--- config.mk ---
export PLATFORM = sky130hd
export DESIGN_NAME = lsb_first_radix64_codec_top
export DESIGN_NICKNAME = d
export VERILOG_FILES = /design/src/hw/rtl/lfr64_pkg.sv /design/src/hw/rtl/lfr64_step.sv /design/src/hw/rtl/lfr64_res_fifo.sv /design/src/hw/rtl/lsb_first_radix64_codec_top.sv
export SDC_FILE = /design/constraint.sdc
export NUM_CORES = 1
export LEC_CHECK = 0
export BUFFER_PORTS_ARGS = -buffer_cell sky130_fd_sc_hd__clkbuf_2
export CORE_ASPECT_RATIO = 0.5
export CORE_MARGIN = 8
export CORE_UTILIZATION = 63
export DETAILED_ROUTE_END_ITERATION = 10
export PLACE_DENSITY_LB_ADDON = 0.3
export SLEW_MARGIN = 10
export SYNTH_ARGS = -nofsm -noshare
export SYNTH_HDL_FRONTEND = slang
export SYNTH_SLANG_ARGS = --single-unit
--- constraint.sdc ---
create_clock -name aclk -period 4.8 [get_ports aclk]
set_clock_uncertainty 0.15 [all_clocks]
set_input_delay 0.48 -clock aclk [delete_from_list [all_inputs] [get_ports aclk]]
set_output_delay 0.48 -clock aclk [all_outputs]
set_load 0.02 [all_outputs]
--- src/hw/rtl/lfr64_pkg.sv ---
// Shared types for the LSB-first radix-64 codec.
// Used by lfr64_step, lfr64_res_fifo and lsb_first_radix64_codec_top.
package lfr64_pkg;

    localparam int RES_LEVEL_W = 3;

    typedef struct packed {
        logic [7:0] data;
        logic       last;
        logic       err;
    } res_t;

    typedef struct packed {
        logic [1:0] n;
        res_t       res0;
        res_t       res1;
        logic [5:0] buf_next;
        logic [2:0] cnt_next;
    } step_t;

    typedef struct packed {
        logic                   can_push2;
        logic [RES_LEVEL_W-1:0] level;
    } fifo_stat_t;

endpackage

--- src/hw/rtl/lfr64_step.sv ---
// Combinational step of the codec: one held word plus the bit accumulator
// gives up to two results and the next accumulator. Depends on lfr64_pkg.
module lfr64_step (
    input  logic                direction,
    input  logic [7:0]          data_in,
    input  logic                last_in,
    input  logic [5:0]          buf_in,
    input  logic [2:0]          cnt_in,
    output lfr64_pkg::step_t    step
);

    localparam logic [7:0] ASCII_ZERO  = 8'h30;
    localparam logic [7:0] ASCII_NINE  = 8'h39;
    localparam logic [7:0] ASCII_UP_A  = 8'h41;
    localparam logic [7:0] ASCII_UP_Z  = 8'h5A;
    localparam logic [7:0] ASCII_LO_A  = 8'h61;
    localparam logic [7:0] ASCII_LO_Z  = 8'h7A;
    localparam logic [7:0] ASCII_UNDER = 8'h5F;
    localparam logic [7:0] ASCII_EQUAL = 8'h3D;
    localparam logic [5:0] VAL_UP_A    = 6'd10;
    localparam logic [5:0] VAL_LO_A    = 6'd36;
    localparam logic [5:0] VAL_UNDER   = 6'd62;
    localparam logic [5:0] VAL_EQUAL   = 6'd63;

    function automatic logic [7:0] val_to_char(input logic [5:0] v);
        logic [7:0] c;
        if (v < VAL_UP_A) begin
            c = ASCII_ZERO + {2'd0, v};
        end else if (v < VAL_LO_A) begin
            c = ASCII_UP_A + {2'd0, v - VAL_UP_A};
        end else if (v < VAL_UNDER) begin
            c = ASCII_LO_A + {2'd0, v - VAL_LO_A};
        end else if (v == VAL_UNDER) begin
            c = ASCII_UNDER;
        end else begin
            c = ASCII_EQUAL;
        end
        return c;
    endfunction

    // Result bit 6 is set when the character belongs to the alphabet.
    function automatic logic [6:0] char_to_val(input logic [7:0] c);
        logic [7:0] d;
        logic [6:0] r;
        d = 8'd0;
        r = 7'd0;
        if (c >= ASCII_ZERO && c <= ASCII_NINE) begin
            d = c - ASCII_ZERO;
            r = {1'b1, d[5:0]};
        end else if (c >= ASCII_UP_A && c <= ASCII_UP_Z) begin
            d = c - ASCII_UP_A + {2'd0, VAL_UP_A};
            r = {1'b1, d[5:0]};
        end else if (c >= ASCII_LO_A && c <= ASCII_LO_Z) begin
            d = c - ASCII_LO_A + {2'd0, VAL_LO_A};
            r = {1'b1, d[5:0]};
        end else if (c == ASCII_UNDER) begin
            r = {1'b1, VAL_UNDER};
        end else if (c == ASCII_EQUAL) begin
            r = {1'b1, VAL_EQUAL};
        end
        return r;
    endfunction

    logic [14:0] e_acc0, e_acc1, e_acc2;
    logic [3:0]  e_c0, e_c1, e_c2;
    logic        e_two;
    logic [6:0]  d_cv;
    logic [12:0] d_acc, d_acc_sh;
    logic [3:0]  d_c;

    always_comb begin
        step = '0;

        e_acc0 = {9'd0, buf_in} | ({7'd0, data_in} << cnt_in);
        e_c0   = {1'b0, cnt_in} + 4'd8;
        e_acc1 = e_acc0 >> 6;
        e_c1   = e_c0 - 4'd6;
        e_two  = (e_c1 >= 4'd6);
        e_acc2 = e_two ? (e_acc1 >> 6) : e_acc1;
        e_c2   = e_two ? (e_c1 - 4'd6) : e_c1;

        d_cv     = char_to_val(data_in);
        d_acc    = {7'd0, buf_in} | ({7'd0, d_cv[5:0]} << cnt_in);
        d_acc_sh = d_acc >> 8;
        d_c      = {1'b0, cnt_in} + 4'd6;

        if (!direction) begin
            step.res0 = '{data: val_to_char(e_acc0[5:0]), last: 1'b0, err: 1'b0};
            step.res1 = '{data: val_to_char(e_acc1[5:0]), last: 1'b0, err: 1'b0};
            step.n    = e_two ? 2'd2 : 2'd1;
            step.buf_next = e_acc2[5:0];
            step.cnt_next = e_c2[2:0];
            if (last_in) begin
                if (!e_two && e_c2 != 4'd0) begin
                    step.n         = 2'd2;
                    step.res1.last = 1'b1;
                end else if (e_two) begin
                    step.res1.last = 1'b1;
                end else begin
                    step.res0.last = 1'b1;
                end
                step.buf_next = 6'd0;
                step.cnt_next = 3'd0;
            end
        end else begin
            step.res1 = '0;
            if (!d_cv[6]) begin
                step.n    = 2'd1;
                step.res0 = '{data: 8'd0, last: last_in, err: 1'b1};
                step.buf_next = buf_in;
                step.cnt_next = cnt_in;
            end else if (d_c >= 4'd8) begin
                step.n    = 2'd1;
                step.res0 = '{data: d_acc[7:0], last: last_in, err: 1'b0};
                step.buf_next = d_acc_sh[5:0];
                step.cnt_next = 3'(d_c - 4'd8);
            end else begin
                step.n    = last_in ? 2'd1 : 2'd0;
                step.res0 = '{data: 8'd0, last: 1'b1, err: 1'b1};
                step.buf_next = d_acc[5:0];
                step.cnt_next = d_c[2:0];
            end
            if (last_in) begin
                step.buf_next = 6'd0;
                step.cnt_next = 3'd0;
            end
        end
    end

endmodule

--- src/hw/rtl/lfr64_res_fifo.sv ---
// Four-entry result queue: takes up to two results a cycle, hands out one.
// The head entry drives the output channel directly. Depends on lfr64_pkg.
module lfr64_res_fifo (
    input  logic                    aclk,
    input  logic                    aresetn,
    input  logic [1:0]              push_n,
    input  lfr64_pkg::res_t         push0,
    input  lfr64_pkg::res_t         push1,
    input  logic                    pop,
    output lfr64_pkg::res_t         head,
    output logic                    head_valid,
    output lfr64_pkg::fifo_stat_t   stat
);

    localparam int DEPTH = 4;

    lfr64_pkg::res_t                   mem_reg [DEPTH];
    logic [1:0]                        wr_ptr_reg, wr_ptr_next;
    logic [1:0]                        rd_ptr_reg, rd_ptr_next;
    logic [lfr64_pkg::RES_LEVEL_W-1:0] level_reg, level_next;

    always_comb begin
        wr_ptr_next = wr_ptr_reg + push_n;
        rd_ptr_next = rd_ptr_reg + {1'b0, pop};
        level_next  = level_reg + {1'b0, push_n} - {2'd0, pop};
    end

    always_ff @(posedge aclk) begin
        if (!aresetn) begin
            wr_ptr_reg <= '0;
            rd_ptr_reg <= '0;
            level_reg  <= '0;
        end else begin
            wr_ptr_reg <= wr_ptr_next;
            rd_ptr_reg <= rd_ptr_next;
            level_reg  <= level_next;
        end
    end

    always_ff @(posedge aclk) begin
        if (push_n != 2'd0) begin
            mem_reg[wr_ptr_reg] <= push0;
        end
        if (push_n == 2'd2) begin
            mem_reg[wr_ptr_reg + 2'd1] <= push1;
        end
    end

    assign head            = mem_reg[rd_ptr_reg];
    assign head_valid      = (level_reg != '0);
    assign stat.level      = level_reg;
    assign stat.can_push2  = (level_reg <= 3'd2);

endmodule

--- src/hw/rtl/lsb_first_radix64_codec_top.sv ---
// Top level of the LSB-first radix-64 codec: input register, bit accumulator
// and result queue. Depends on lfr64_pkg, lfr64_step and lfr64_res_fifo.
//
//  Channel   Direction  tdata           tlast     tuser
//  s_        in         data_in[7:0]    last      -
//  m_        out        data_out[7:0]   out_last  error
//  cfg_wr_*  in         direction       -         -
//
// A word reaches the input register on acceptance and is processed the next
// cycle when the result queue has room for two results.
// Encoding gives up to two characters per byte on the single output channel,
// four per three bytes, so the output port sets the rate; decoding runs at
// one character per cycle while m_tready holds; results go to the queue.
// Reset is synchronous and active low; it clears the mode and the accumulator.
// Output stalls fill the four-entry result queue; with three or more results
// queued, a waiting word holds off s_tready.
module lsb_first_radix64_codec_top (
    input  logic       aclk,
    input  logic       aresetn,
    input  logic       cfg_wr_en,
    input  logic       cfg_wr_data,
    input  logic       s_tvalid,
    output logic       s_tready,
    input  logic [7:0] s_tdata,   // [7:0] data_in
    input  logic       s_tlast,
    output logic       m_tvalid,
    input  logic       m_tready,
    output logic [7:0] m_tdata,   // [7:0] data_out
    output logic       m_tlast,
    output logic       m_tuser    // [0] error
);

    logic       dir_reg;
    logic [5:0] buf_reg;
    logic [2:0] cnt_reg;
    logic       in_vld_reg, in_vld_next;
    logic [7:0] in_data_reg;
    logic       in_last_reg;
    logic       s_acc, fire, pop;

    lfr64_pkg::step_t      step;
    lfr64_pkg::res_t       head;
    lfr64_pkg::fifo_stat_t stat;
    logic                  head_valid;

    lfr64_step u_step (
        .direction (dir_reg),
        .data_in   (in_data_reg),
        .last_in   (in_last_reg),
        .buf_in    (buf_reg),
        .cnt_in    (cnt_reg),
        .step      (step)
    );

    assign fire     = in_vld_reg && stat.can_push2;
    assign s_tready = !in_vld_reg || fire;
    assign s_acc    = s_tvalid && s_tready;
    assign pop      = head_valid && m_tready;

    always_comb begin
        in_vld_next = in_vld_reg;
        if (s_acc) begin
            in_vld_next = 1'b1;
        end else if (fire) begin
            in_vld_next = 1'b0;
        end
    end

    always_ff @(posedge aclk) begin
        if (!aresetn) begin
            in_vld_reg <= 1'b0;
            dir_reg    <= 1'b0;
            buf_reg    <= '0;
            cnt_reg    <= '0;
        end else begin
            in_vld_reg <= in_vld_next;
            if (cfg_wr_en) begin
                dir_reg <= cfg_wr_data;
                buf_reg <= '0;
                cnt_reg <= '0;
            end else if (fire) begin
                buf_reg <= step.buf_next;
                cnt_reg <= step.cnt_next;
            end
        end
    end

    always_ff @(posedge aclk) begin
        if (s_acc) begin
            in_data_reg <= s_tdata;
            in_last_reg <= s_tlast;
        end
    end

    lfr64_res_fifo u_res_fifo (
        .aclk       (aclk),
        .aresetn    (aresetn),
        .push_n     (fire ? step.n : 2'd0),
        .push0      (step.res0),
        .push1      (step.res1),
        .pop        (pop),
        .head       (head),
        .head_valid (head_valid),
        .stat       (stat)
    );

    assign m_tvalid = head_valid;
    assign m_tdata  = head.data;
    assign m_tlast  = head.last;
    assign m_tuser  = head.err;

`ifndef SYNTHESIS
    a_level_bound: assert property (@(posedge aclk) disable iff (!aresetn)
        stat.level <= 3'd4)
        else $error("result queue level out of range");

    a_enc_emits: assert property (@(posedge aclk) disable iff (!aresetn)
        fire && !dir_reg |-> step.n != 2'd0)
        else $error("encode step produced no character");

    a_cnt_even: assert property (@(posedge aclk) disable iff (!aresetn)
        !cnt_reg[0])
        else $error("bit count became odd");

    a_last_clears: assert property (@(posedge aclk) disable iff (!aresetn)
        fire && in_last_reg && !cfg_wr_en |=> cnt_reg == 3'd0 && buf_reg == 6'd0)
        else $error("accumulator not cleared after last word");
`endif

endmodule
==> results of run 1 <==
cell usage in the layout (no fill, tap or decap), types with 14 or more instances in the layout:
cell type and count:
nand2_1 56, and2_1 14, ha_1 45, xnor2_1 19, o21ai_0 14, dfxtp_1 21
edfxtp_1 45, nor2_1 38, inv_1 36, clkbuf_2 26, a21oi_1 37, o22ai_1 14
final cells by class:
type	instances	area (µm²)
Timing Repair Buffer	36	205
Multi-Input combinational cell	483	3790
Fill cell	722	2890
Clock inverter	7	77.6
Tap cell	121	151
Inverter	38	145
Sequential cell	66	1770
Clock buffer	9	225
through the flow:
step	utilization (%)	hold slack [ns]	worst slack [ns]	cell area, µm²
after global placement	65.5	0.287	0.533	6070
after global routing	68.8	0.159	0.192	6370
final	68.8	0.161	0.371	6370
after floorplan	-	0.283	0.905	5880
after detailed placement	65.5	0.303	0.451	6070
after CTS	68.8	0.154	0.429	6370
kinds of logic after synthesis:
logic type                 after synthesis  synth area share (%)
xor gates and xnor gates                25                  3.85
buffers and inverters                   70                  5.40
DFF                                     66                  30.1
AOI/OAI and AO/OA                      193                  25.8
muxes                                   25                  7.04
and+or+nand+nor                        194                  17.9
adders and majority gates               46                  9.91
routing by layer:
metal	GRT usage, %	part of all wire (%)	up-vias
li1	-	-	2381
met1	32.4	43	2382
met2	37.0	44	281
met3	7.02	11	53
met4	8.29	2.8	0
met5	0	0	-
power by group through the flow:
stage	logic, µW	registers [µW]	clock network [µW]
4_1_cts	847	765	693
5_1_grt	925	774	711
3_5_place_dp	840	777	0
2_1_floorplan	686	713	0
6_report	857	764	686
3_3_place_gp	823	772	0
how the worst max path moves through the flow:
stage,startpoint,end,slack [ns],cells past startpoint
floorplan,in_data_reg[0]$_DFFE_PP_,u_res_fifo.level_reg[2]$_SDFF_PN0_,0.91,16
global placement,in_data_reg[0]$_DFFE_PP_,u_res_fifo.level_reg[2]$_SDFF_PN0_,0.53,15
detailed placement,in_data_reg[0]$_DFFE_PP_,u_res_fifo.level_reg[2]$_SDFF_PN0_,0.45,15
CTS,in_data_reg[0]$_DFFE_PP_,u_res_fifo.level_reg[2]$_SDFF_PN0_,0.43,15
global route,in_data_reg[0]$_DFFE_PP_,u_res_fifo.level_reg[2]$_SDFF_PN0_,0.19,15
finish,in_data_reg[0]$_DFFE_PP_,u_res_fifo.level_reg[2]$_SDFF_PN0_,0.37,15
critical path, cell delays in order (launching register included):
cell,delay (ns)
edfxtp_1,0.62
inv_1,0.15
ha_1,0.29
or2_2,0.31
a31oi_1,0.40
nor4_4,0.16
o31ai_2,0.57
nand2_2,0.27
nor2_1,0.20
inv_1,0.06
ha_1,0.27
inv_1,0.04
ha_1,0.18
fa_1,0.38
xnor2_1,0.13
and2_1,0.15
==> results.py, run 1 <==
metrics = {
    "worst_hold_path": {
        "hold_path.startpoint": "s_tdata[0]",
        "min_to": "in_data_reg[0]$_DFFE_PP_",
        "hold_path.class": "in2reg",
        "hold_depth": 1,
    },
    "global_route": {
        "grt_start_max_net_pins": 27,
        "grt_usage_pct": 24.3,
        "grt_pass1_wl_um": 25100,
        "antenna_found_initial": 0,
        "globalRoute.totalOverflow": 0,
        "grt_pass1_vias": 4671,
    },
    "power": {
        "power_switching_uw": 870,
        "power_frac_seq_pct": 33.1,
        "finalPower_uw": 2310,
        "sw_frac_of_total_pct": 37.7,
        "p_int_uw": 1440,
        "leakage_uw": 0.00244,
        "peakVddDrop_mv": 0.183,
        "clkPwrFrac_pct": 29.7,
        "power.density_mw_per_mm2": 362,
        "p_comb_share_pct": 37.1,
    },
    "cts": {
        "htree_levels": 3,
        "post_cts_resized": 0,
        "cts.sinks": 66,
        "postCtsHoldBufs": 0,
        "post_cts_buffers": 0,
        "clk_latency_ns": 0.34,
        "root_buffer": "clkbuf_16",
        "clockBufferDepth": 2,
        "clk_pin_slew_ns": 0.06,
        "cts_tree": "done",
        "cts_made_buffers": 9,
    },
    "status": {
        "status": "finished, final reports clean",
    },
    "logic_synthesis": {
        "synth-edff-count": 45,
        "synth_top_cell_by_area": "edfxtp_1",
        "synth_warnings": 0,
        "syn-mean-instance-area_um2": 9.50,
        "synth.top_cell.area_share_pct": 23.0,
        "ys.flop_type": "edfxtp_1",
        "ys_ff_latch": 66,
        "syn_nets": 680,
        "synth-seq-area-share_pct": 30.1,
        "synth_area_mm2": 0.00588,
        "async_flop_share_pct": 0,
        "synth_common_cells": "nand2_1, edfxtp_1, ha_1",
        "netlist_instances": 619,
        "synth_most_common_cell": "nand2_1",
        "synthTopCellsByArea": "edfxtp_1, ha_1, dfxtp_1",
        "synthDistinctLibCells": 93,
    },
    "die": {
        "die_area_mm2": 0.0129,
        "rows": 25,
        "io-pin-count": 27,
        "die_h_um": 84.3,
        "core_mm2": 0.00926,
        "start_util_pct": 63.5,
        "die_w_um": 153,
    },
    "routing": {
        "detail_route.wirelength_um": 16000,
        "drtIter0Drc": 522,
        "post_drt_via_cell_ratio": 6.71,
        "antenna_left": 0,
        "drtPass1Iterations": 5,
        "drc": 0,
        "routedWlPerCell_um": 21.0,
        "dr_total_vias": 5097,
    },
    "setup_path": {
        "crit_required_ns": 4.89,
        "endpoint_kind": "flip-flop",
        "crit_type": "reg2reg",
        "worstPathArrival_ns": 4.52,
        "cp_max_fo": 12,
        "r2r-end": "u_res_fifo.level_reg[2]$_SDFF_PN0_",
        "rrSetupSlack_ns": 0.37,
        "cp-start-kind": "flip-flop",
        "reg2reg_from": "in_data_reg[0]$_DFFE_PP_",
        "worst_r2r_path_depth": 15,
    },
    "timing": {
        "max_slew_margin_pct": 38.3,
        "max_freq_ghz": 0.226,
        "worstMarginPinSlew_ns": 0.914,
        "rsz0062_at_grt": "false",
        "setup_viol": 0,
        "drv_slew": 0,
        "fin_crit_sh_pct": 92.3,
        "fin_crit_ns": 4.43,
        "fin_tns_setup_ns": 0,
        "hold_violations": 0,
    },
    "cells_and_area": {
        "antenna_cells": 0,
        "fin_cells": 760,
        "area_growth_pct": 8.27,
        "largest_reg_flops": 40,
        "nets": 695,
        "drive_gt1_share_pct": 17.5,
    },
    "job": {
        "max-cap-violations": 0,
    },
    "placed_design": {
        "io_buffers": 26,
        "dpl.hpwl_um": 11800,
        "dp_cells": 744,
        "gp_congestion": 0.983,
    },
}
Note: power is estimated with default switching activity, not from simulation.
==> run 2: changes to the inputs <==
- CORE_ASPECT_RATIO: 0.5 -> unset
- CTS_CLUSTER_SIZE: unset -> 25
==> run 2 against run 1 <==
Critical path depth did not move. Combinational power fell by 0.7%. Largest power group unchanged. Worst hold slack got worse by 0.031 ns. Core utilization rose by 0.13 points. Die area fell by 1.5%. Routed wire length fell by 3.8%. Sequential share of layout area rose by 0.27 points. Maximum frequency fell by 0.12%. Register-to-register slack barely moved. Count of clock-buffer cells in the layout did not move. Flip-flop and latch count did not move. Non-clock buffer count rose by 4.
==> results.py, run 2 (same netlist as run 1, synthesis figures left out) <==
metrics = {
    "timing": {
        "setup_viol": 0,
        "fin_crit_sh_pct": 92.4,
        "drv_slew": 0,
        "rsz0062_at_grt": "false",
        "fin_tns_setup_ns": 0,
        "worstMarginPinSlew_ns": 0.896,
        "max_freq_ghz": 0.225,
        "worst_slack_ns": 0.365,
        "max_slew_margin_pct": 39.5,
        "hold_violations": 0,
        "fin_crit_ns": 4.43,
        "holdWs_ns": 0.130,
    },
    "routing": {
        "drtPass1Iterations": 5,
        "antenna_left": 0,
        "post_drt_via_cell_ratio": 6.75,
        "dr.max_layer_used": "met4",
        "wl_met1_um": 6440,
        "drtIter0Drc": 373,
        "routedWlPerCell_um": 20.4,
        "dr_total_vias": 5088,
        "met3WireLength_um": 1160,
        "met2_length_um": 7220,
        "detail_route.wirelength_um": 15400,
        "drc": 0,
    },
    "worst_hold_path": {
        "hold_path.startpoint": "s_tdata[1]",
        "hold_path.class": "in2reg",
    },
    "setup_path": {
        "crit_required_ns": 4.91,
        "worstPathArrival_ns": 4.55,
        "endpoint_kind": "flip-flop",
        "reg2reg_from": "in_data_reg[0]$_DFFE_PP_",
        "crit_start": "in_data_reg[0]$_DFFE_PP_",
        "crit_type": "reg2reg",
        "cp_max_fo": 12,
        "cp-start-kind": "flip-flop",
    },
    "die": {
        "io-pin-count": 27,
        "die_h_um": 113,
        "die_w_um": 113,
        "core_mm2": 0.00915,
        "start_util_pct": 64.3,
        "die_area_mm2": 0.0127,
        "rows": 35,
    },
    "cts": {
        "cts_made_buffers": 9,
        "post_cts_buffers": 0,
        "clockBufferDepth": 2,
        "cts_tree": "done",
        "cts.sinks": 66,
        "clk_latency_ns": 0.37,
        "htree_levels": 3,
        "postCtsHoldBufs": 0,
        "clk_pin_slew_ns": 0.08,
        "root_buffer": "clkbuf_8",
        "post_cts_resized": 0,
    },
    "job": {
        "max-cap-violations": 0,
    },
    "power": {
        "power.density_mw_per_mm2": 342,
        "leakage_uw": 0.00243,
        "peakVddDrop_mv": 0.217,
    },
    "cells_and_area": {
        "final_area_mm2": 0.00631,
        "layout_commonest_cell": "nand2_1",
        "antenna_cells": 0,
        "largest_reg_flops": 40,
        "final_cell_mix": "nand2_1, ha_1, edfxtp_1",
        "drive_gt1_share_pct": 18.0,
        "nets": 699,
        "fin_cells": 754,
        "area_growth_pct": 7.23,
        "nFillCells": 692,
    },
    "global_route": {
        "grt_usage_pct": 24.5,
        "antenna_found_initial": 0,
        "globalRoute.totalOverflow": 0,
        "grt_pass1_wl_um": 25100,
        "grt_pass1_vias": 4944,
        "grt_start_max_net_pins": 27,
    },
    "placed_design": {
        "dpl_cell_area_mm2": 0.00608,
        "gp_congestion": 0.982,
        "dp_cells": 738,
        "dp_slack_ns": 0.458,
        "io_buffers": 26,
        "dpl.hpwl_um": 11600,
    },
    "status": {
        "status": "finished, final reports clean",
    },
}
run 2: routing by layer:
metal  up-vias  global-route usage [%]
met5         -                       0
met2       252                    40.2
met3        47                    4.29
met1      2407                    30.7
met4         0                    11.7
li1       2382                       -
run 2: worst paths after layout:
check / to / slack [ns] / depth (start not counted)
hold / removal: in_data_reg[1]$_DFFE_PP_ / 0.13 / 1
setup / recovery: u_res_fifo.level_reg[2]$_SDFF_PN0_ / 0.37 / 15
setup reg to reg: u_res_fifo.level_reg[2]$_SDFF_PN0_ / 0.37 / 15
hold reg to reg: u_res_fifo.mem_reg[3][0]$_SDFFE_PP0P_ / 0.32 / 2
run 2: final cells by class:
type                       instances  area (µm²)  share of cell area [%]
clock buffer                       9         124                    1.96
clock inverter                     7         100                    1.59
inverter                          38         145                    2.30
multi-input combinational        483        3790                    60.1
sequential                        66        1770                    28.1
tap                              111         139                    2.20
timing repair buffer              40         235                    3.73
run 2: stage by stage:
step / total power (µW) / util, %
after floorplan: 1400 / -
after global routing: 2260 / 68.9
after detailed placement: 1610 / 66.5
after global placement: 1580 / 66.5
final: 2160 / 68.9
after CTS: 2150 / 68.9
run 2: critical path, cell delays in order (launching register included):
cell,delay [ns]
edfxtp_1,0.62
inv_1,0.16
ha_1,0.28
or2_2,0.31
a31oi_1,0.43
nor4_4,0.16
o31ai_2,0.53
nand2_2,0.25
nor2_1,0.19
inv_1,0.06
ha_1,0.27
inv_1,0.04
ha_1,0.18
fa_1,0.39
xnor2_1,0.14
and2_1,0.15
run 2: power by group:
part           internal (µW)  switching [µW]  total, µW
Clock                    297             247        543
Combinational            353             498        851
Sequential               679            81.9        761
==> run 3: changes to the inputs <==
- CORE_UTILIZATION: 63 -> 57
- TNS_END_PERCENT: unset -> 50
- clock period: 4.8 -> 3.86 ns (I/O delays scaled with it)
==> run 3 against run 2 <==
Routed wire length increased by 1.4%. Largest cell class unchanged. Sequential share of layout area shrank 1.0 points. Final cell count grew 7.6%. Critical path type unchanged. Count of clock-buffer cells in the layout unchanged. Via count increased by 2.6%. Clock power is 0.7% lower. Non-clock buffer count rose by 32. Design area rose by 3.8%. Critical path depth stayed put. Die area increased by 9.0%. Core utilization decreased by 4.6 points. Largest power group unchanged. Worst setup slack got worse by 0.18 ns.
==> results.py, run 3 (same netlist as run 1, synthesis figures left out) <==
metrics = {
    "cells_and_area": {
        "final_util_pct": 64.3,
        "area_growth_pct": 11.3,
        "fin_cells": 811,
        "layout_commonest_cell": "nand2_1",
        "nets": 731,
        "antenna_cells": 0,
        "final_cell_mix": "nand2_1, buf_4, edfxtp_1",
        "largest_reg_flops": 40,
        "drive_gt1_share_pct": 22.5,
    },
    "die": {
        "die_w_um": 118,
        "die_h_um": 118,
        "core_mm2": 0.0102,
        "start_util_pct": 57.8,
        "die_area_mm2": 0.0138,
        "io-pin-count": 27,
        "rows": 37,
    },
    "placed_design": {
        "dp_cells": 789,
        "dpl.hpwl_um": 12200,
        "io_buffers": 26,
        "gp_congestion": 0.970,
    },
    "power": {
        "sw_frac_of_total_pct": 39.9,
        "power.density_mw_per_mm2": 394,
        "power_frac_seq_pct": 36.2,
        "p_comb_share_pct": 42.9,
        "leakage_uw": 0.00254,
        "finalPower_uw": 2580,
        "clkPwrFrac_pct": 20.9,
        "power_switching_uw": 1030,
        "p_int_uw": 1550,
        "peakVddDrop_mv": 0.240,
    },
    "routing": {
        "dr_total_vias": 5218,
        "drtIter0Drc": 437,
        "drc": 0,
        "routedWlPerCell_um": 19.2,
        "antenna_left": 0,
        "drtPass1Iterations": 5,
        "post_drt_via_cell_ratio": 6.43,
        "detail_route.wirelength_um": 15600,
    },
    "timing": {
        "max_slew_margin_pct": 39.6,
        "drv_slew": 0,
        "fin_tns_setup_ns": 0,
        "rsz0062_at_grt": "false",
        "worstMarginPinSlew_ns": 0.895,
        "holdWs_ns": 0.0523,
        "fin_crit_sh_pct": 95.2,
        "fin_crit_ns": 3.67,
        "max_freq_ghz": 0.272,
        "setup_viol": 0,
        "hold_violations": 0,
    },
    "cts": {
        "root_buffer": "clkbuf_8",
        "clk_pin_slew_ns": 0.08,
        "clockBufferDepth": 2,
        "cts_tree": "done",
        "cts_made_buffers": 9,
        "htree_levels": 3,
        "clk_latency_ns": 0.35,
        "cts.sinks": 66,
    },
    "status": {
        "status": "finished, final reports clean",
    },
    "setup_path": {
        "endpoint_kind": "flip-flop",
        "cp-start-kind": "flip-flop",
        "cp_max_fo": 5,
        "crit_required_ns": 3.97,
        "worstPathArrival_ns": 3.78,
        "crit_type": "reg2reg",
    },
    "global_route": {
        "globalRoute.totalOverflow": 0,
        "grt_usage_pct": 22.5,
        "grt_pass1_wl_um": 25900,
        "antenna_found_initial": 0,
        "grt_start_max_net_pins": 26,
        "grt_pass1_vias": 5131,
    },
    "job": {
        "max-cap-violations": 0,
    },
    "worst_hold_path": {
        "hold_path.class": "in2reg",
    },
}
==> run 3: cell types whose count changed in the layout (fill, tap and decap cells not counted), sizes merged <==
cell      delta
clkinvlp     +4
clkinv       -1
bufinv       -2
inv          -1
buf         +32
==> run 3: repair_timing <==
item,in CTS,in global routing
resized for setup,0,4
hold buffers,0,0
buffers inserted,0,6
endpoints found under the setup margin,0,11
==> run 3: layer usage <==
metal  track usage [%]  routed length (µm)
met3              4.32                1120
met1              27.9                6550
met5                 0                   0
met2              37.7                7540
met4              8.65                 380
==> run 3: worst paths after layout <==
kind                                         start                                    end  slack [ns]  depth (start not counted)
max                       in_data_reg[0]$_DFFE_PP_     u_res_fifo.level_reg[2]$_SDFF_PN0_        0.19                         15
min                                        s_tlast                  in_last_reg$_DFFE_PP_        0.05                          1
min reg2reg  u_res_fifo.mem_reg[1][0]$_SDFFE_PP0P_  u_res_fifo.mem_reg[1][0]$_SDFFE_PP0P_        0.31                          2
max reg2reg               in_data_reg[0]$_DFFE_PP_     u_res_fifo.level_reg[2]$_SDFF_PN0_        0.19                         15
==> run 3: metrics by stage <==
stage                     area (µm²)  setup slack (ns)
after floorplan                 5890            0.0198
after global placement          6320             0.196
after detailed placement        6320            0.0432
after CTS                       6500            0.0333
after global routing            6550           0.00979
final                           6550             0.187
==> run 3: layout make-up <==
type,count,area (µm²)
fill,830,3630
sequential,66,1770
clock inverter,7,55.1
clock buffer,9,124
timing repair buffer,72,475
multi-input combinational,483,3810
tap,136,170
inverter,38,145
==> run 3: critical path, stage by stage, from the launching register on <==
cell	delay [ns]
edfxtp_1	0.45
inv_2	0.12
ha_2	0.22
or4b_4	0.52
a22oi_4	0.25
nor2_2	0.09
o31ai_4	0.32
nand2_2	0.10
nor2_2	0.14
inv_1	0.06
ha_1	0.27
inv_1	0.04
ha_1	0.19
fa_1	0.37
xnor2_1	0.13
and2_1	0.15
==> run 3: power groups by stage <==
stage / Combinational (µW) / Sequential [µW] / Clock (µW)
finish: 1110 / 935 / 539
global route: 1210 / 949 / 566
CTS: 1090 / 939 / 543
detailed placement: 1080 / 955 / 0
global placement: 1060 / 948 / 0
floorplan: 854 / 887 / 0
